[config.mk]
export PLATFORM = sky130hd
export DESIGN_NAME = ckh_front
export DESIGN_NICKNAME = d
export VERILOG_FILES = /design/src/rtl/ckh_pkg.sv /design/src/rtl/ckh_canon.sv /design/src/rtl/ckh_front.sv
export SDC_FILE = /design/constraint.sdc
export NUM_CORES = 1
export LEC_CHECK = 0
export BUFFER_PORTS_ARGS = -buffer_cell sky130_fd_sc_hd__buf_2
export CORE_MARGIN = 2
export CORE_UTILIZATION = 45
export CTS_CLUSTER_DIAMETER = 200
export DETAILED_ROUTE_END_ITERATION = 16
export GPL_TIMING_DRIVEN = 0
export PLACE_DENSITY_LB_ADDON = 0.2
export SETUP_SLACK_MARGIN = 0.3
export SLEW_MARGIN = 20
export SYNTH_ARGS = -nofsm -noshare
export SYNTH_HDL_FRONTEND = slang
export SYNTH_SLANG_ARGS = --single-unit
[constraint.sdc]
create_clock -name clk -period 10.2 [get_ports clk]
set_clock_uncertainty 0.15 [all_clocks]
set_input_delay 0 -clock clk [delete_from_list [all_inputs] [get_ports clk]]
set_output_delay 0 -clock clk [all_outputs]
set_load 0.005 [all_outputs]
[src/rtl/ckh_pkg.sv]
`timescale 1ns / 1ps
// Shared types and constants for the canonical k-mer histogram block.
// Used by every module under rtl/; depends on nothing else.
package ckh_pkg;

  // Default configuration handed down from the top level.
  localparam int KMER_LEN_DEF   = 6;
  localparam int COUNT_BITS_DEF = 24;

  // Fixed port widths.
  localparam int CHAR_BITS      = 8;
  localparam int IDX_BITS       = 12;
  localparam int OUT_COUNT_BITS = 24;

  // Histogram clearing is done by epoch marks; a full sweep runs when the mark wraps.
  localparam int EPOCH_BITS = 8;
  localparam logic [EPOCH_BITS-1:0] EPOCH_FIRST = EPOCH_BITS'(1);
  localparam logic [EPOCH_BITS-1:0] EPOCH_LAST  = '1;

  // Depth of the command queue between front and back.
  localparam int QUEUE_DEPTH = 4;

  // What the back end has to do with one request.
  typedef enum logic [1:0] {
    CMD_PASS       = 2'd0,
    CMD_COUNT      = 2'd1,
    CMD_READ       = 2'd2,
    CMD_READ_EMPTY = 2'd3
  } cmd_kind_t;

  // Classified request travelling from front to back.
  typedef struct packed {
    cmd_kind_t             kind;
    logic                  bad;
    logic                  sweep;
    logic [EPOCH_BITS-1:0] epoch;
    logic [IDX_BITS-1:0]   idx;
  } cmd_t;

endpackage

[src/rtl/ckh_canon.sv]
`timescale 1ns / 1ps
// Canonical form of a k-mer: minimum over all rotations of it and of its reverse complement.
// Depends on ckh_pkg only through the default parameter value.
module ckh_canon #(
  parameter int KMER_LEN = ckh_pkg::KMER_LEN_DEF
) (
  input  logic [2*KMER_LEN-1:0] kmer,
  output logic [2*KMER_LEN-1:0] canon
);

  localparam int KBITS  = 2 * KMER_LEN;
  localparam int NCAND  = 2 * KMER_LEN;
  localparam int LEVELS = $clog2(NCAND);
  localparam int NPAD   = 1 << LEVELS;

  logic [KBITS-1:0] rc;
  logic [KBITS-1:0] cand [NCAND];
  logic [KBITS-1:0] tree [LEVELS+1][NPAD];

  // Reverse complement: invert every base and reverse the base order.
  always_comb begin
    for (int i = 0; i < KMER_LEN; i++) begin
      rc[2*(KMER_LEN-1-i) +: 2] = ~kmer[2*i +: 2];
    end
  end

  // All cyclic rotations by whole bases, of the k-mer and of its reverse complement.
  always_comb begin
    for (int i = 0; i < KMER_LEN; i++) begin
      cand[i]            = (kmer >> (2*i)) | (kmer << (KBITS - 2*i));
      cand[KMER_LEN + i] = (rc >> (2*i)) | (rc << (KBITS - 2*i));
    end
  end

  // Balanced minimum tree; unused leaves hold the largest value.
  always_comb begin
    for (int j = 0; j < NPAD; j++) begin
      tree[0][j] = (j < NCAND) ? cand[j] : '1;
    end
    for (int l = 0; l < LEVELS; l++) begin
      for (int j = 0; j < NPAD; j++) begin
        if (j < (NPAD >> (l + 1))) begin
          tree[l+1][j] = (tree[l][2*j] < tree[l][2*j+1]) ? tree[l][2*j] : tree[l][2*j+1];
        end else begin
          tree[l+1][j] = '1;
        end
      end
    end
  end

  assign canon = tree[LEVELS][0];

endmodule

[src/rtl/ckh_front.sv]
`timescale 1ns / 1ps
// Front end: accepts requests, decodes bases, keeps the rolling window and classifies.
// Depends on ckh_pkg and ckh_canon.
module ckh_front #(
  parameter int KMER_LEN = ckh_pkg::KMER_LEN_DEF
) (
  input  logic                            clk,
  input  logic                            rst,
  input  logic                            in_valid,
  output logic                            in_stall,
  input  logic                            operation,
  input  logic [ckh_pkg::CHAR_BITS-1:0]   base_char,
  input  logic                            first,
  input  logic [ckh_pkg::IDX_BITS-1:0]    read_index,
  input  logic                            q_full,
  input  logic                            back_busy,
  output logic                            q_push,
  output ckh_pkg::cmd_t                   q_cmd,
  output logic [2*KMER_LEN-1:0]           q_addr
);

  localparam int KBITS     = 2 * KMER_LEN;
  localparam int SEEN_BITS = $clog2(KMER_LEN + 1);
  localparam logic [SEEN_BITS-1:0] SEEN_FULL = SEEN_BITS'(KMER_LEN);
  localparam int RANGE_BITS = ckh_pkg::IDX_BITS + 21;
  localparam logic [RANGE_BITS-1:0] HIST_SIZE = RANGE_BITS'(1) << KBITS;

  localparam logic [ckh_pkg::CHAR_BITS-1:0] CHAR_A = 8'h41;
  localparam logic [ckh_pkg::CHAR_BITS-1:0] CHAR_C = 8'h43;
  localparam logic [ckh_pkg::CHAR_BITS-1:0] CHAR_G = 8'h47;
  localparam logic [ckh_pkg::CHAR_BITS-1:0] CHAR_T = 8'h54;

  logic [KBITS-1:0]                 window;
  logic [KBITS-1:0]                 window_next;
  logic [SEEN_BITS-1:0]             seen;
  logic [SEEN_BITS-1:0]             seen_next;
  logic [ckh_pkg::EPOCH_BITS-1:0]   epoch;
  logic [ckh_pkg::EPOCH_BITS-1:0]   epoch_next;

  logic                             a_valid;
  ckh_pkg::cmd_kind_t               a_kind;
  logic                             a_bad;
  logic                             a_sweep;
  logic [ckh_pkg::EPOCH_BITS-1:0]   a_epoch;
  logic [KBITS-1:0]                 a_window;
  logic [ckh_pkg::IDX_BITS-1:0]     a_ridx;

  logic                             accept;
  logic                             push;
  logic                             new_str;
  logic [1:0]                       code;
  logic                             char_ok;
  logic [KBITS-1:0]                 win_base;
  logic [SEEN_BITS-1:0]             seen_base;
  logic                             sweep_flag;
  ckh_pkg::cmd_kind_t               kind;
  logic [KBITS-1:0]                 canon;

  // Base decoder.
  always_comb begin
    unique case (base_char)
      CHAR_A:  begin code = 2'd0; char_ok = 1'b1; end
      CHAR_C:  begin code = 2'd1; char_ok = 1'b1; end
      CHAR_G:  begin code = 2'd2; char_ok = 1'b1; end
      CHAR_T:  begin code = 2'd3; char_ok = 1'b1; end
      default: begin code = 2'd0; char_ok = 1'b0; end
    endcase
  end

  // Handshake: the holding register empties into the queue whenever there is room.
  assign q_push   = a_valid && !q_full;
  assign in_stall = (a_valid && q_full) || back_busy;
  assign accept   = in_valid && !in_stall;
  assign push     = !operation;
  assign new_str  = push && first;

  // Window, fill level and epoch after this request.
  always_comb begin
    win_base   = new_str ? '0 : window;
    seen_base  = new_str ? '0 : seen;
    epoch_next = epoch;
    sweep_flag = 1'b0;
    if (new_str) begin
      if (epoch == ckh_pkg::EPOCH_LAST) begin
        epoch_next = ckh_pkg::EPOCH_FIRST;
        sweep_flag = 1'b1;
      end else begin
        epoch_next = epoch + 1'b1;
      end
    end
    window_next = char_ok ? KBITS'({win_base, code}) : win_base;
    seen_next   = (char_ok && seen_base != SEEN_FULL) ? seen_base + 1'b1 : seen_base;
  end

  // Classification of the request.
  always_comb begin
    if (operation) begin
      kind = ({21'b0, read_index} < HIST_SIZE) ? ckh_pkg::CMD_READ : ckh_pkg::CMD_READ_EMPTY;
    end else if (char_ok && seen_next == SEEN_FULL) begin
      kind = ckh_pkg::CMD_COUNT;
    end else begin
      kind = ckh_pkg::CMD_PASS;
    end
  end

  // String state, updated by pushes only.
  always_ff @(posedge clk) begin
    if (rst) begin
      window <= '0;
      seen   <= '0;
      epoch  <= ckh_pkg::EPOCH_FIRST;
    end else if (accept && push) begin
      window <= window_next;
      seen   <= seen_next;
      epoch  <= epoch_next;
    end
  end

  // Holding register in front of the canonical-form logic.
  always_ff @(posedge clk) begin
    if (rst) begin
      a_valid <= 1'b0;
    end else if (accept) begin
      a_valid <= 1'b1;
    end else if (q_push) begin
      a_valid <= 1'b0;
    end
  end

  always_ff @(posedge clk) begin
    if (accept) begin
      a_kind   <= kind;
      a_bad    <= push && !char_ok;
      a_sweep  <= push && sweep_flag;
      a_epoch  <= push ? epoch_next : epoch;
      a_window <= window_next;
      a_ridx   <= read_index;
    end
  end

  ckh_canon #(
    .KMER_LEN (KMER_LEN)
  ) u_canon (
    .kmer  (a_window),
    .canon (canon)
  );

  // Build the queued request.
  always_comb begin
    q_cmd.kind  = a_kind;
    q_cmd.bad   = a_bad;
    q_cmd.sweep = a_sweep;
    q_cmd.epoch = a_epoch;
    if (a_kind == ckh_pkg::CMD_COUNT) begin
      q_cmd.idx = ckh_pkg::IDX_BITS'(canon);
      q_addr    = canon;
    end else begin
      q_cmd.idx = a_ridx;
      q_addr    = KBITS'(a_ridx);
    end
  end

endmodule

==> summary.txt, run 1 <==
FF-to-FF End - epoch[5]
slowest stage delay, CP - 0.59 ns
WP buf/inv - 10
main combinational cell family by area after synthesis - compound AO/OA/AOI/OAI gates
RSZ-0062 raised after global routing - no
relative slew slack - 40.1%
multi-input logic area - 0.00457 mm^2
count of distinct cell types in the synthesized netlist - 77
row cnt - 43
Inserted Diodes - 0
Net Count, Synth - 949
Hold Startpoint - base_char[1]
Synth Flop Type - edfxtp_1
Routed WL - 20.1 mm
CTS buffer count - 9
final hold viol count - 0
minimum clock period - 9.31 ns
share of layout cells above drive strength 1 - 18.7%
largest net degree at the start of global routing - 37
slew at the pin with the worst max-slew slack - 0.893 ns
GRT Overall Usage - 26.1%
cell mode on critical path - buf_2
Yosys top cell by area - edfxtp_1
reg2reg setup slack - 8.07 ns
Worst EP required - 10.05 ns
EDFF count, synth - 36
CTS clk-pin slew, worst paths - 0.05 ns
GRT Residual Overflow - 0
Ys Warns - 0
DR DRC count - 0
simple-gate area share of the yosys netlist - 20.5%
Avg WL per Cell - 17.3 um
Hold Path End - a_window[1]
die span in x - 124 um
post-layout util - 56.5%
CP max FO - 10
Detailed Place HPWL - 14.8 mm
Final ANT Viol Nets - 0
status - completed
H-tree Lvls - 3
cell area after synthesis - 0.00644 mm^2
Die Y - 124 um
Initial DRC Count - 490
Critical-path top delay cell - or4b_1
Lkg Pwr - 3.46 nW
register area - 0.00156 mm^2
critical path's top delay family - compound AO/OA/AOI/OAI gates
worst skew pair latency - 0.32 ns
Synth Area in Compound Gates - 28.5%
register area share after synthesis - 24.2%
reg2reg path depth - 6
Synth Area in Adders - 13.6%
DR vias/cell - 5.87
HP Class - in -> reg
TritonCTS clock tree - yes
Non-Filler Instances - 1162
Nets - 1073
WP data arrival - 9.16 ns
vias in the first global route - 6167
Critical Path Sink Type - primary output
Synth area leaders - edfxtp_1, ha_1, a21oi_1, dfxtp_1, nor2_1
dpl cells - 1097
synth cell count leaders - nor2_1, a21oi_1, nand2_1, ha_1, o21ai_0
final setup fails - 0
count leader, synth - nor2_1
GP Congestion - 0.992
Bufs on Longest Clock Path - 2
Final Power - 1.18 mW
I/O Buffers - 64
Yosys reg bits - 60
Final Cycle Share - 91.3%
Via Count - 6826
Core Area - 0.0139 mm^2
Initial Utilization - 46.3%
CP startpoint kind - flop
Area growth syn-to-layout - 22.2%
post-synthesis async set-or-reset flop share - 0%
CTS sink count - 60
mux share of post-synthesis cell area - 4.87%
# fillers - 1318
Achievable Freq - 107 MHz
max cap viols - 0
CTS root buf - clkbuf_16
kind of critical path - reg -> out
global-route wire length before repair - 30.8 mm
Detailed Routing Iterations Pass 1 - 5
Syn Area/Cell - 7.56 um^2
Slew Viols, Final - 0
power density cells - 150 mW/mm^2
VDD IR max - 0.111 mV
Post-Synth XOR/XNOR Area - 1.49%
Syn Inst Count - 853
hold depth - 3
initial antenna violation count - 0
I/O pins - 65
Yosys top cell area share - 16.8%
worst hold slack - 0.0645 ns
die area - 0.0153 mm^2
r2r startpoint - a_valid
## layout make-up
class	instances	share of cell area, %
Timing Repair Buffer	113	9.37
Buffer	55	3.91
Tap cell	180	2.86
Clock inverter	3	0.492
Multi-Input combinational cell	692	58.0
Inverter	46	2.49
Clock buffer	13	3.05
Sequential cell	60	19.8
## layer usage
metal	vias to the layer above	share of wire (%)	track usage, %
met3	61	8.5	5.45
met2	313	45	41.8
met1	3099	42	33.0
met4	0	4.7	14.0
met5	-	0	0
li1	3353	-	-
## placed cells by master (no fill, tap or decap), types with 12 or more instances in the layout
master	synthesis	layout
nor2_1	111	110
a21oi_1	104	102
nand2_1	89	88
buf_2	5	71
ha_1	69	68
o21ai_0	60	58
buf_4	15	45
inv_1	43	36
edfxtp_1	36	36
mux2i_1	30	29
dfxtp_1	24	24
clkbuf_1	32	22
dlygate4sd3_1	0	20
o211ai_1	19	19
o21a_1	17	17
nand3_1	15	14
nand4_1	13	13
nor3_1	12	12
## registers in the layout, indices dropped and copies added, names as in the netlist
register / count
window: 12
epoch: 8
a_bad: 1
a_epoch: 8
a_sweep: 1
seen: 3
a_ridx: 12
a_window: 12
a_valid: 1
a_kind: 2
## how the worst max path moves through the flow
stage                       startpoint  slack (ns)         to  depth (start not counted)
after global routing      a_window[10]        0.26  q_cmd[11]                         44
after detailed placement   a_window[3]       -0.36   q_cmd[7]                         41
final                      a_window[1]        0.89   q_cmd[3]                         42
after global placement     a_window[1]       -0.52   q_cmd[7]                         40
after floorplan            a_window[1]        1.58   q_cmd[1]                         40
after CTS                  a_window[8]        0.31   q_cmd[7]                         42
## where the power goes
part	internal (mW)	switching [mW]	total, mW
clock network	0.187	0.0951	0.283
registers	0.265	0.00382	0.269
logic	0.261	0.369	0.630
## timing repair
action	4_1_cts	5_1_grt
hold endpoints to repair	21	0
buffers inserted	1	28
pin swaps	0	5
hold buffers	20	0
setup endpoints to repair	24	24
cloned	0	0
gates resized for setup	20	50
## per-stage QoR
step                      setup WS (ns)  cell area (um^2)  setup TNS [ns]
final                             0.886              7880               0
after global routing              0.258              7880               0
after CTS                         0.315              7530               0
after detailed placement         -0.358              6990           -5.25
after global placement           -0.524              6990           -9.07
after floorplan                    1.58              6440               0
## tightest hold or removal path: cells and delay by family
family                 cells  cell delay [ns]
AO/OA/AOI/OAI              2             0.28
buffers and inverters      1             0.10
## logic make-up (layout without fill, tap and decap cells)
family          after synthesis  in the layout
compound gates              289            289
mux                          31             31
fa+ha+maj                    70             70
flops                        60             60
buf+inv                     101            230
xor+xnor                     11             11
simple gates                291            291
Power figures use the tool's default switching activity.
==> inputs of run 2 (changes only) <==
GPL_TIMING_DRIVEN = not set   (was 0)
==> run 2 against run 1 <==
Net effect: worst setup slack gained 0.055 ns; sequential share of layout area rose by 1.2 points; first-iteration DRC count increased by 30%; combinational power decreased by 12%; fmax increased by 0.59%; via count down 4.0%; sequential cell count stayed put; wire length down 4.0%; die area stayed put; final area fell by 5.9%; critical path depth down 10.
==> summary.txt, run 2 (synthesized netlist as in run 1, its figures left out) <==
TritonCTS clock tree - yes
Achievable Freq - 108 MHz
Regs by FF count - a_ridx x12, a_window x12, window x12
status - completed
worst skew pair latency - 0.32 ns
share of layout cells above drive strength 1 - 14.1%
Final ANT Viol Nets - 0
Critical-path top delay cell - edfxtp_1
CTS sink count - 60
DR vias/cell - 5.95
global-route wire length before repair - 30.3 mm
Worst EP required - 10.05 ns
slew at the pin with the worst max-slew slack - 0.902 ns
cell mode on critical path - ha_1
Critical Path Sink Type - primary output
HP Class - in -> reg
initial antenna violation count - 0
Via Count - 6552
final hold viol count - 0
DR DRC count - 0
vias in the first global route - 5940
CTS root buf - clkbuf_16
GP Congestion - 1.02
power density cells - 148 mW/mm^2
VDD IR max - 0.127 mV
Lkg Pwr - 3.25 nW
die area - 0.0153 mm^2
CTS clk-pin slew, worst paths - 0.05 ns
Bufs on Longest Clock Path - 2
Initial Utilization - 46.3%
CTS buffer count - 9
I/O pins - 65
Final Cycle Share - 90.8%
GRT Overall Usage - 25.5%
kind of critical path - reg -> out
worst hold slack - 0.0425 ns
I/O Buffers - 64
Area growth syn-to-layout - 15.0%
Avg WL per Cell - 17.5 um
WP data arrival - 9.11 ns
H-tree Lvls - 3
largest net degree at the start of global routing - 32
final setup fails - 0
Detailed Place HPWL - 14.2 mm
Routed WL - 19.3 mm
Detailed Routing Iterations Pass 1 - 6
die span in x - 124 um
Die Y - 124 um
GRT Residual Overflow - 0
slowest stage delay, CP - 0.62 ns
CP max FO - 14
commonest non-fill, non-tap cell in the layout - nor2_1
Fin Setup TNS - 0 ns
minimum clock period - 9.26 ns
Core Area - 0.0139 mm^2
row cnt - 43
RSZ-0062 raised after global routing - no
Slew Viols, Final - 0
Initial DRC Count - 636
Inserted Diodes - 0
commonest non-fill, non-tap cells in the layout - nor2_1, a21oi_1, nand2_1
relative slew slack - 39.9%
Nets - 1012
CP startpoint kind - flop
max cap viols - 0
run 2: cell types whose count changed in the layout (fill, tap and decap cells not counted), moves of 4 or more:
cell / previous run / this run
a21oi_4: 4 / 0
clkbuf_1: 22 / 0
buf_4: 45 / 21
inv_1: 36 / 43
buf_2: 71 / 64
clkbuf_4: 7 / 0
clkbuf_2: 5 / 0
run 2: worst paths after layout:
check	start	to	slack (ns)	cells past startpoint
worst min register to register	window[11]	window[11]	0.31	2
worst max-delay path	a_window[3]	q_cmd[11]	0.94	32
worst min-delay path	in_valid	a_epoch[1]	0.04	3
worst max register to register	a_valid	seen[0]	8.20	7
run 2: final cells by class:
class | count | area [um^2]
Timing Repair Buffer | 106 | 688
Clock inverter | 7 | 43.8
Multi-Input combinational cell | 693 | 4490
Inverter | 46 | 176
Fill cell | 1353 | 6530
Clock buffer | 9 | 225
Tap cell | 180 | 225
Sequential cell | 60 | 1560
run 2: repair_timing:
action,in CTS,in global routing
endpoints found under the hold margin,37,0
cloned,1,0
setup endpoints to repair,24,24
setup buffers,0,4
pin swaps,1,1
resized for setup,1,9
hold buffers,21,0
run 2: metal layers:
layer	global-route usage, %	vias up	share of wire, %
met4	14.2	0	4.9
met5	0	-	0
met3	4.76	61	7.1
met1	33.0	2993	43
met2	40.0	280	45
li1	-	3218	-
run 2: worst max-delay path, delay by kind of cell, from the launching register on:
kind            cells  cell delay (ns)
compound gates     14             3.78
simple gates        9             1.80
fa+ha+maj           4             1.45
buf+inv             4             0.87
flops               1             0.62
mux                 1             0.25
run 2: per-stage QoR:
step | worst slack, ns | instance area [um^2] | total power, mW | cells | utilization (%)
finish | 0.941 | 7410 | 1.10 | 1101 | 53.2
floorplan | 1.58 | 6440 | 0.660 | 853 | -
detailed placement | 0.482 | 6850 | 0.788 | 1059 | 49.2
global route | 0.299 | 7410 | 1.17 | 1101 | 53.2
CTS | 0.477 | 7340 | 1.07 | 1097 | 52.7
global placement | 0.636 | 6850 | 0.789 | 1059 | 49.2
run 2: report_power, final:
group / internal, mW / switching [mW]
clock network: 0.162 / 0.107
logic: 0.212 / 0.345
registers: 0.265 / 0.00546
total: 0.638 / 0.457
