[config.mk]
export PLATFORM = sky130hd
export DESIGN_NAME = ckh_queue
export DESIGN_NICKNAME = d
export VERILOG_FILES = /design/src/rtl/ckh_pkg.sv /design/src/rtl/ckh_queue.sv
export SDC_FILE = /design/constraint.sdc
export NUM_CORES = 1
export LEC_CHECK = 0
export BUFFER_PORTS_ARGS = -buffer_cell sky130_fd_sc_hd__buf_4
export CAP_MARGIN = 20
export CORE_MARGIN = 3
export CORE_UTILIZATION = 30
export CTS_CLUSTER_SIZE = 24
export DETAILED_ROUTE_END_ITERATION = 8
export PLACE_DENSITY = 0.51
export SETUP_SLACK_MARGIN = 0.02
export SLEW_MARGIN = 20
export SYNTH_ARGS = -nofsm -noshare
export SYNTH_HDL_FRONTEND = slang
export SYNTH_SLANG_ARGS = --single-unit
[constraint.sdc]
create_clock -name clk -period 1.8 [get_ports clk]
set_clock_uncertainty 0.15 [all_clocks]
set_input_delay 0.36 -clock clk [delete_from_list [all_inputs] [get_ports clk]]
set_output_delay 0.36 -clock clk [all_outputs]
set_load 0.05 [all_outputs]
[src/rtl/ckh_pkg.sv]
`timescale 1ns / 1ps
// Shared types and constants for the canonical k-mer histogram block.
// Used by every module under rtl/; depends on nothing else.
package ckh_pkg;

  // Default configuration handed down from the top level.
  localparam int KMER_LEN_DEF   = 6;
  localparam int COUNT_BITS_DEF = 24;

  // Fixed port widths.
  localparam int CHAR_BITS      = 8;
  localparam int IDX_BITS       = 12;
  localparam int OUT_COUNT_BITS = 24;

  // Histogram clearing is done by epoch marks; a full sweep runs when the mark wraps.
  localparam int EPOCH_BITS = 8;
  localparam logic [EPOCH_BITS-1:0] EPOCH_FIRST = EPOCH_BITS'(1);
  localparam logic [EPOCH_BITS-1:0] EPOCH_LAST  = '1;

  // Depth of the command queue between front and back.
  localparam int QUEUE_DEPTH = 4;

  // What the back end has to do with one request.
  typedef enum logic [1:0] {
    CMD_PASS       = 2'd0,
    CMD_COUNT      = 2'd1,
    CMD_READ       = 2'd2,
    CMD_READ_EMPTY = 2'd3
  } cmd_kind_t;

  // Classified request travelling from front to back.
  typedef struct packed {
    cmd_kind_t             kind;
    logic                  bad;
    logic                  sweep;
    logic [EPOCH_BITS-1:0] epoch;
    logic [IDX_BITS-1:0]   idx;
  } cmd_t;

endpackage

[src/rtl/ckh_queue.sv]
`timescale 1ns / 1ps
// Short request queue between the front and back ends.
// Depends on ckh_pkg for the request type and depth.
module ckh_queue #(
  parameter int ADDR_BITS = 2 * ckh_pkg::KMER_LEN_DEF
) (
  input  logic                 clk,
  input  logic                 rst,
  input  logic                 push,
  input  ckh_pkg::cmd_t        push_cmd,
  input  logic [ADDR_BITS-1:0] push_addr,
  output logic                 full,
  input  logic                 pop,
  output ckh_pkg::cmd_t        head_cmd,
  output logic [ADDR_BITS-1:0] head_addr,
  output logic                 nonempty
);

  localparam int DEPTH    = ckh_pkg::QUEUE_DEPTH;
  localparam int PTR_BITS = $clog2(DEPTH);
  localparam logic [PTR_BITS:0] FILL_MAX = (PTR_BITS + 1)'(DEPTH);

  ckh_pkg::cmd_t        cmd_q  [DEPTH];
  logic [ADDR_BITS-1:0] addr_q [DEPTH];
  logic [PTR_BITS-1:0]  wr_ptr;
  logic [PTR_BITS-1:0]  rd_ptr;
  logic [PTR_BITS:0]    fill;
  logic [PTR_BITS:0]    fill_next;

  assign full      = (fill == FILL_MAX);
  assign nonempty  = (fill != '0);
  assign head_cmd  = cmd_q[rd_ptr];
  assign head_addr = addr_q[rd_ptr];

  // Fill level follows pushes and pops.
  always_comb begin
    case ({push, pop})
      2'b10:   fill_next = fill + 1'b1;
      2'b01:   fill_next = fill - 1'b1;
      default: fill_next = fill;
    endcase
  end

  always_ff @(posedge clk) begin
    if (rst) begin
      wr_ptr <= '0;
      rd_ptr <= '0;
      fill   <= '0;
    end else begin
      fill <= fill_next;
      if (push) begin
        wr_ptr <= wr_ptr + 1'b1;
      end
      if (pop) begin
        rd_ptr <= rd_ptr + 1'b1;
      end
    end
  end

  // Entry storage.
  always_ff @(posedge clk) begin
    if (push) begin
      cmd_q[wr_ptr]  <= push_cmd;
      addr_q[wr_ptr] <= push_addr;
    end
  end

endmodule

==> results of run 1 <==
## metrics by stage
stage / instance area [um^2] / setup slack, ns / instances
3_3_place_gp: 6710 / -0.102 / 551
2_1_floorplan: 5690 / 0.0186 / 235
5_1_grt: 7730 / -0.550 / 620
4_1_cts: 7700 / -0.517 / 619
3_5_place_dp: 6710 / -0.150 / 551
6_report: 7730 / -0.454 / 620
## where the power goes
group | internal (mW) | total, mW | switching [mW]
clock | 1.87 | 3.21 | 1.33
combinational | 0.647 | 1.51 | 0.866
sequential | 4.08 | 4.14 | 0.0578
total | 6.60 | 8.86 | 2.26
## what timing repair did
item / in CTS / in global routing
hold buffers: 36 / 0
resized for setup: 37 / 9
buffers inserted: 1 / 0
endpoints found under the setup margin: 37 / 39
hold endpoints to repair: 144 / 0
## worst reg2reg max path, stage by stage, from the launching register on
cell	delay (ns)
dfxtp_2	0.34
inv_1	0.06
fa_1	0.42
xor2_1	0.17
or3_1	0.33
a21oi_2	0.14
## placed cells by master (no fill, tap or decap), drive strengths merged, types with 2 or more instances in the layout
| cell | count |
|---|---|
| xnor2 | 2 |
| clkinv | 5 |
| nor2 | 8 |
| clkbuf | 18 |
| a21oi | 2 |
| mux4 | 36 |
| or3 | 2 |
| clkinvlp | 6 |
| and2 | 4 |
| dlygate4sd3 | 36 |
| edfxtp | 144 |
| inv | 7 |
| xor2 | 3 |
| dfxtp | 9 |
| buf | 97 |
| ha | 5 |
## sequential cells by signal, summed over array words and instances, names as in the netlist, named ones only
signal / count
wr_ptr: 2
addr_q: 48
fill: 3
rd_ptr: 2
cmd_q: 96
## cells by family (layout without fill, tap and decap cells)
| family | count (synthesis) | after routing | share of synthesized area (%) |
|---|---|---|---|
| xor gates and xnor gates | 5 | 5 | 0.771 |
| adders and majority gates | 6 | 6 | 1.45 |
| buffers and inverters | 15 | 170 | 2.07 |
| and+or+nand+nor | 16 | 16 | 1.36 |
| DFF | 153 | 153 | 79.2 |
| other | 0 | 1 | 0 |
| AOI/OAI and AO/OA | 3 | 3 | 0.264 |
| muxes | 37 | 37 | 14.8 |
## per-layer routing
layer	global-route usage (%)	wire [um]	part of all wire (%)
met1	14.7	4850	45
met2	17.6	5250	49
met3	4.49	571	5.3
met4	3.57	119	1.1
met5	0	0	0
## area by class of cell
cell class                      count  share of cell area, %
Inverter                            6                  0.291
Clock inverter                     13                   1.38
Timing Repair Buffer              133                   17.1
Clock buffer                       18                   5.55
Antenna cell                        1                 0.0324
Sequential cell                   153                   58.3
Multi-Input combinational cell     67                   13.6
Tap cell                          229                   3.71
## worst paths after layout
| check | end | slack (ns) | cells past startpoint |
|---|---|---|---|
| hold reg to reg | fill[1] | 0.35 | 2 |
| setup reg to reg | fill[2] | 0.13 | 5 |
| setup / recovery | head_addr[4] | -0.45 | 3 |
| hold / removal | fill[2] | 0.02 | 2 |
==> impl_metrics.yaml, run 1 <==
synth:
  synth_top_area_cell: "edfxtp_1"
  synth_area_leaders: "edfxtp_1 76%, mux4_2 12%, dfxtp_1 3.2%, mux4_1 2.8%, ha_1 1.1%"
  synth-seq-cells: 153
  avgSynthCellArea_um2: 24.2
  syn-num-nets: 281
  async_flop_share_pct: 0
  synth_top_flop_cell: "edfxtp_1"
  syn-cell-area_um2: 5680
  yosysSeqAreaShare_pct: 79.2
  post-synth-top-count-cell: "edfxtp_1"
  synth_top_area_share_pct: 76.1
  syn_inst: 235
  synth-edff-count: 144
  netlist-cell-type-count: 22
  yosysWarnings: 0
  ys_top_cells_by_count: "144 x edfxtp_1, 30 x mux4_2, 9 x dfxtp_1"
clock_network:
  htreeDepth: 4
  cts_buffers: 17
  clk_pin_slew_ns: 0.06
  clock_latency_ns: 0.41
  clock-root-buffer: "clkbuf_16"
  clockBufferDepth: 2
  cts_tree: "yes"
  clock_sinks: 153
timing:
  drv_slew: 0
  max_slew.worst_pin.slew_ns: 0.217
  period_share_pct: 125
  max_slew_margin_pct: 85.4
  hold_ws_ns: 0.0243
  min_period_ns: 2.25
  finalHoldViolations: 0
  fin_setup_tns_ns: -15.15
  setup_viol: 36
  setup_slack_ns: -0.454
  max_freq_mhz: 444
  rsz0062_at_grt: "yes"
power:
  p_per_area_nw_per_um2: 1150
  p_leak_nw: 2.66
  ir_drop_mv: 0.648
  p_total_mw: 8.86
setup_path:
  end_kind: "output port"
  path_cells: "buf_4, mux4_2, buf_4"
  cpMaxStageDelayCell: "mux4_2"
  cp-start-kind: "register"
  worstPathRequired_ns: 1.29
  worstPathArrival_ns: 1.74
  crit_path_frequent_cell: "buf_4"
  path_class: "reg -> out"
  path_max_fanout: 6
  crit_buf_inv: 2
  crit_family: "multiplexers"
  r2r_start: "fill[1]"
  slowest_delay_ns: 0.51
final_layout:
  area_growth_pct: 36.0
  fillCellCount: 1611
  multi_input_area_um2: 1050
  fin_util_pct: 42.3
  layout.nets: 424
  drive_gt1_share_pct: 43.8
  final-seq-area_um2: 4510
floorplanning:
  num_io_pins: 78
  initial_core_util_pct: 31.1
  core_um2: 18300
  num_rows: 49
  dieArea_um2: 20600
  die_h_um: 144
  die_x_um: 144
route:
  vias: 2780
  drc_errors: 0
  dr.pass1.iters: 4
  wl_per_cell_um: 17.4
  post_drt_via_cell_ratio: 4.48
  routed_wl_mm: 10.8
  drt_iter0_drc: 113
  drt.antenna.violating_nets: 0
grt:
  grt_pass1_vias: 3016
  antenna_found_initial: 1
  grt_pass1_wl_mm: 16.9
  grtUsageTotal_pct: 11.3
  grt_max_degree: 29
  overflow: 0
placement:
  hpwl_mm: 6.71
  io_buffers: 77
  gp_congestion: 0.660
min_path:
  hp-class: "in -> reg"
  hold_start: "rst"
status:
  status: "finished with violations"
  failed_checks: "setup timing"
run:
  max_cap_viol_count: 0
Note: power is estimated with default switching activity, not from simulation.
==> run 2: changes to the inputs <==
CORE_UTILIZATION = 32   (was 30)
REMOVE_ABC_BUFFERS = 1   (was default)
clock period = 2.4 ns   (was 1.8 ns; I/O delays follow)
==> impl_metrics.yaml, run 2 (synthesis results as in run 1) <==
placement:
  gp_congestion: 0.628
  hpwl_mm: 6.05
  io_buffers: 77
  dp_cells: 536
setup_path:
  slowest_delay_ns: 0.54
  path_max_fanout: 6
  crit_buf_inv: 3
  worstPathArrival_ns: 1.79
  end_kind: "output port"
  regToRegSetupSlack_ns: 0.70
  cpMaxStageDelayCell: "mux4_2"
  crit_family: "multiplexers"
  endpoint: "head_addr[5]"
  path_cells: "buf_12, buf_12, mux4_2, buf_6"
  reg2reg_depth: 5
  r2r_start: "fill[0]"
  worstPathRequired_ns: 1.77
  path_class: "reg -> out"
  cp-start-kind: "register"
  crit_cells: 4
  reg2reg_to: "fill[2]"
  crit_path_frequent_cell: "buf_12"
timing:
  rsz0062_at_grt: "yes"
  max_slew_margin_pct: 82.7
  max_freq_mhz: 413
  setup_viol: 5
  max_slew.worst_pin.slew_ns: 0.259
  fin_setup_tns_ns: -0.0619
  finalHoldViolations: 0
  setup_slack_ns: -0.0235
  drv_slew: 0
  min_period_ns: 2.42
  period_share_pct: 101
route:
  drt.antenna.violating_nets: 0
  drt_iter0_drc: 121
  routed_wl_mm: 10.6
  vias: 2645
  post_drt_via_cell_ratio: 4.61
  wl_per_cell_um: 18.5
  drc_errors: 0
  dr.pass1.iters: 4
power:
  p_leak_nw: 2.54
  power_frac_seq_pct: 45.8
  p_per_area_nw_per_um2: 911
  p_clk_share_pct: 37.6
  power.switching_mw: 1.63
  swShare_pct: 24.1
  power.share.combinational_pct: 16.6
  intPower_mw: 5.14
  ir_drop_mv: 0.480
clock_network:
  clockBufferDepth: 2
  cts_buffers: 17
  clk_pin_slew_ns: 0.06
  clock_latency_ns: 0.41
  clock_sinks: 153
  postCtsHoldBufs: 0
  cts_tree: "yes"
  htreeDepth: 4
  clock-root-buffer: "clkbuf_16"
final_layout:
  fin_util_pct: 42.8
  final_common_cell: "edfxtp_1"
  largest_reg_flops: 96
  top_regs: "cmd_q: 96 flops, addr_q: 48 flops, fill: 3 flops"
  instances_no_fill: 574
  area_growth_pct: 30.7
  drive_gt1_share_pct: 45.0
  top_register: "cmd_q"
  fillCellCount: 1492
  antennaDiodeCount: 0
  layout.nets: 383
  most-common-layout-cells: "144 x edfxtp_1, 44 x buf_4, 36 x mux4_2"
floorplanning:
  num_rows: 48
  dieArea_um2: 19400
  die_h_um: 139
  core_um2: 17400
  initial_core_util_pct: 32.7
  die_x_um: 139
  num_io_pins: 78
grt:
  grt_pass1_wl_mm: 16.7
  antenna_found_initial: 0
  grt_pass1_vias: 2924
  overflow: 0
  grtUsageTotal_pct: 11.7
  grt_max_degree: 37
min_path:
  hp-class: "in -> reg"
status:
  status: "finished with violations"
  failed_checks: "setup timing"
run:
  max_cap_viol_count: 0
## run 2: stage by stage
stage	instance area, um^2	setup WS [ns]	total power [mW]	hold slack [ns]
5_1_grt	7430	-0.0971	7.05	0.0838
3_5_place_dp	6600	0.243	4.16	0.347
2_1_floorplan	5590	-0.723	3.79	0.306
3_3_place_gp	6600	0.267	4.14	0.330
4_1_cts	7400	-0.0697	6.87	0.0827
6_report	7430	-0.0235	6.76	0.114
## run 2: what timing repair did
item	in CTS	in global routing
setup buffers	3	2
setup endpoints to repair	34	33
resized for setup	47	2
cloned	2	0
## run 2: how the worst min path moves through the flow
stage | startpoint | end | slack, ns | cells past startpoint
final | push_cmd[17] | cmd_q[1][17] | 0.11 | 1
after global routing | push_cmd[0] | cmd_q[3][0] | 0.08 | 1
after CTS | push_cmd[7] | cmd_q[0][7] | 0.08 | 1
after detailed placement | fill[1] | fill[1] | 0.35 | 2
after global placement | fill[2] | fill[2] | 0.33 | 2
after floorplan | fill[2] | fill[2] | 0.31 | 2
## run 2: power by group through the flow
| stage | Sequential, mW | Combinational, mW | Clock (mW) |
|---|---|---|---|
| after floorplan | 3.18 | 0.614 | 0 |
| after global placement | 3.15 | 0.993 | 0 |
| after detailed placement | 3.16 | 0.999 | 0 |
| after CTS | 3.10 | 1.14 | 2.63 |
| after global routing | 3.11 | 1.19 | 2.75 |
| final | 3.10 | 1.12 | 2.54 |
## run 2: cell type report
type	instances	area, um^2	area share, %
sequential	153	4510	60.7
clock buffer	19	433	5.83
multi-input combinational	67	1040	14.1
inverter	6	22.5	0.303
clock inverter	12	133	1.79
tap	225	282	3.79
timing repair buffer	92	1000	13.5
## run 2: routing by layer
| metal | track usage, % | wire length (um) | vias to the layer above |
|---|---|---|---|
| met4 | 4.33 | 143 | 0 |
| li1 | - | - | 1175 |
| met1 | 14.2 | 4470 | 1396 |
| met2 | 18.4 | 5310 | 62 |
| met5 | 0 | 0 | - |
| met3 | 5.70 | 723 | 12 |
==> run 3: changes to the inputs <==
CELL_PAD_IN_SITES_DETAIL_PLACEMENT = 0   (was default)
CELL_PAD_IN_SITES_GLOBAL_PLACEMENT = 1   (was default)
PLACE_DENSITY = 0.57   (was 0.51)
==> impl_metrics.yaml, run 3 (synthesis results as in run 1) <==
route:
  drt.antenna.violating_nets: 0
  vias: 2636
  drc_errors: 0
  post_drt_via_cell_ratio: 4.54
  dr.pass1.iters: 4
  routed_wl_mm: 11.0
  wl_per_cell_um: 19.0
  drt_iter0_drc: 167
setup_path:
  end_kind: "output port"
  worstPathArrival_ns: 1.77
  crit_buf_inv: 3
  slowest_delay_ns: 0.54
  path_class: "reg -> out"
  worstPathRequired_ns: 1.77
  crit_path_frequent_cell: "buf_4"
  path_max_fanout: 4
  path_cells: "buf_4, buf_4, mux4_2, buf_6"
  cpMaxStageDelayCell: "mux4_2"
  cp-start-kind: "register"
  crit_family: "multiplexers"
clock_network:
  cts_buffers: 17
  cts_tree: "yes"
  htreeDepth: 4
  clockBufferDepth: 2
  postCtsHoldBufs: 0
  clk_pin_slew_ns: 0.07
  clock-root-buffer: "clkbuf_16"
  clock_latency_ns: 0.42
  clock_sinks: 153
power:
  ir_drop_mv: 0.555
  p_per_area_nw_per_um2: 909
  p_leak_nw: 2.59
  swShare_pct: 26.4
  intPower_mw: 5.00
  power_frac_seq_pct: 45.5
  p_clk_share_pct: 37.9
  power.share.combinational_pct: 16.6
  power.switching_mw: 1.80
final_layout:
  top_regs: "cmd_q: 96 flops, addr_q: 48 flops, fill: 3 flops"
  instances_no_fill: 580
  top_register: "cmd_q"
  antennaDiodeCount: 0
  layout.nets: 388
  final_common_cell: "edfxtp_1"
  most-common-layout-cells: "144 x edfxtp_1, 48 x buf_4, 37 x buf_6"
  drive_gt1_share_pct: 47.6
  area_growth_pct: 31.5
  fin_util_pct: 43.1
  largest_reg_flops: 96
timing:
  max_slew.worst_pin.slew_ns: 0.452
  rsz0062_at_grt: "yes"
  fin_setup_tns_ns: -0.000906
  max_slew_margin_pct: 69.8
  period_share_pct: 100
  max_freq_mhz: 417
  setup_viol: 1
  hold_ws_ns: 0.108
  min_period_ns: 2.40
  setup_slack_ns: -0.000906
  drv_slew: 0
  finalHoldViolations: 0
floorplanning:
  num_io_pins: 78
  die_x_um: 139
  initial_core_util_pct: 32.7
  num_rows: 48
  dieArea_um2: 19400
  die_h_um: 139
  core_um2: 17400
grt:
  overflow: 0
  grtUsageTotal_pct: 11.8
  antenna_found_initial: 0
  grt_pass1_vias: 2878
  grt_max_degree: 27
  grt_pass1_wl_mm: 16.9
status:
  failed_checks: "setup timing"
  status: "finished with violations"
placement:
  hpwl_mm: 6.84
  gp_congestion: 0.718
  pre_cts_ws_ns: 0.246
  dp_cells: 540
  io_buffers: 77
run:
  max_cap_viol_count: 0
min_path:
  hp-class: "in -> reg"
[run 3: cell count changes in the layout (fill, tap and decap cells not counted), moves of 3 or more]
cell / delta
clkinv_1: -6
clkbuf_16: +5
buf_4: +4
buf_6: +3
bufinv_16: -3
clkinv_4: +3
inv_4: +3
inv_6: +3
[run 3: final cells by class]
class	instances	area, um^2
Clock inverter	13	104
Multi-Input combinational cell	67	1050
Fill cell	1482	9880
Sequential cell	153	4510
Inverter	6	22.5
Tap cell	225	282
Clock buffer	19	475
Timing Repair Buffer	97	1030
[run 3: path summary, 6_finish.rpt]
kind / cells after the start / slack [ns] / endpoint / startpoint
min: 1 / 0.11 / cmd_q[0][4] / push_cmd[4]
max: 4 / -0.0009 / head_addr[6] / register
max reg2reg: 4 / 0.69 / addr_q[0][7] / wr_ptr[0]
min reg2reg: 2 / 0.35 / fill[2] / fill[2]
[run 3: routing by layer]
| layer | vias to the layer above | part of all wire, % | global-route usage (%) |
|---|---|---|---|
| met5 | - | 0 | 0 |
| met4 | 0 | 2.0 | 5.30 |
| met3 | 15 | 5.0 | 4.30 |
| met2 | 63 | 49 | 18.5 |
| met1 | 1367 | 44 | 14.9 |
| li1 | 1191 | - | - |
[run 3: per-stage QoR]
step	total power [mW]	area [um^2]
after floorplan	3.79	5590
after global placement	4.17	6660
after detailed placement	4.18	6660
after CTS	6.84	7360
after global routing	7.06	7480
final	6.80	7480
[run 3: power groups by stage]
stage | Clock, mW | Combinational, mW | Sequential (mW)
after floorplan | 0 | 0.614 | 3.18
after global placement | 0 | 1.01 | 3.16
after detailed placement | 0 | 1.02 | 3.16
after CTS | 2.64 | 1.10 | 3.10
after global routing | 2.76 | 1.19 | 3.10
final | 2.57 | 1.13 | 3.09
[run 3: timing repair]
| item | 4_1_cts | 5_1_grt |
|---|---|---|
| endpoints found under the setup margin | 31 | 34 |
| cloned | 0 | 3 |
| gates resized for setup | 35 | 7 |
| hold endpoints to repair | 0 | 0 |
| setup buffers | 2 | 3 |
| pin swaps | 0 | 0 |
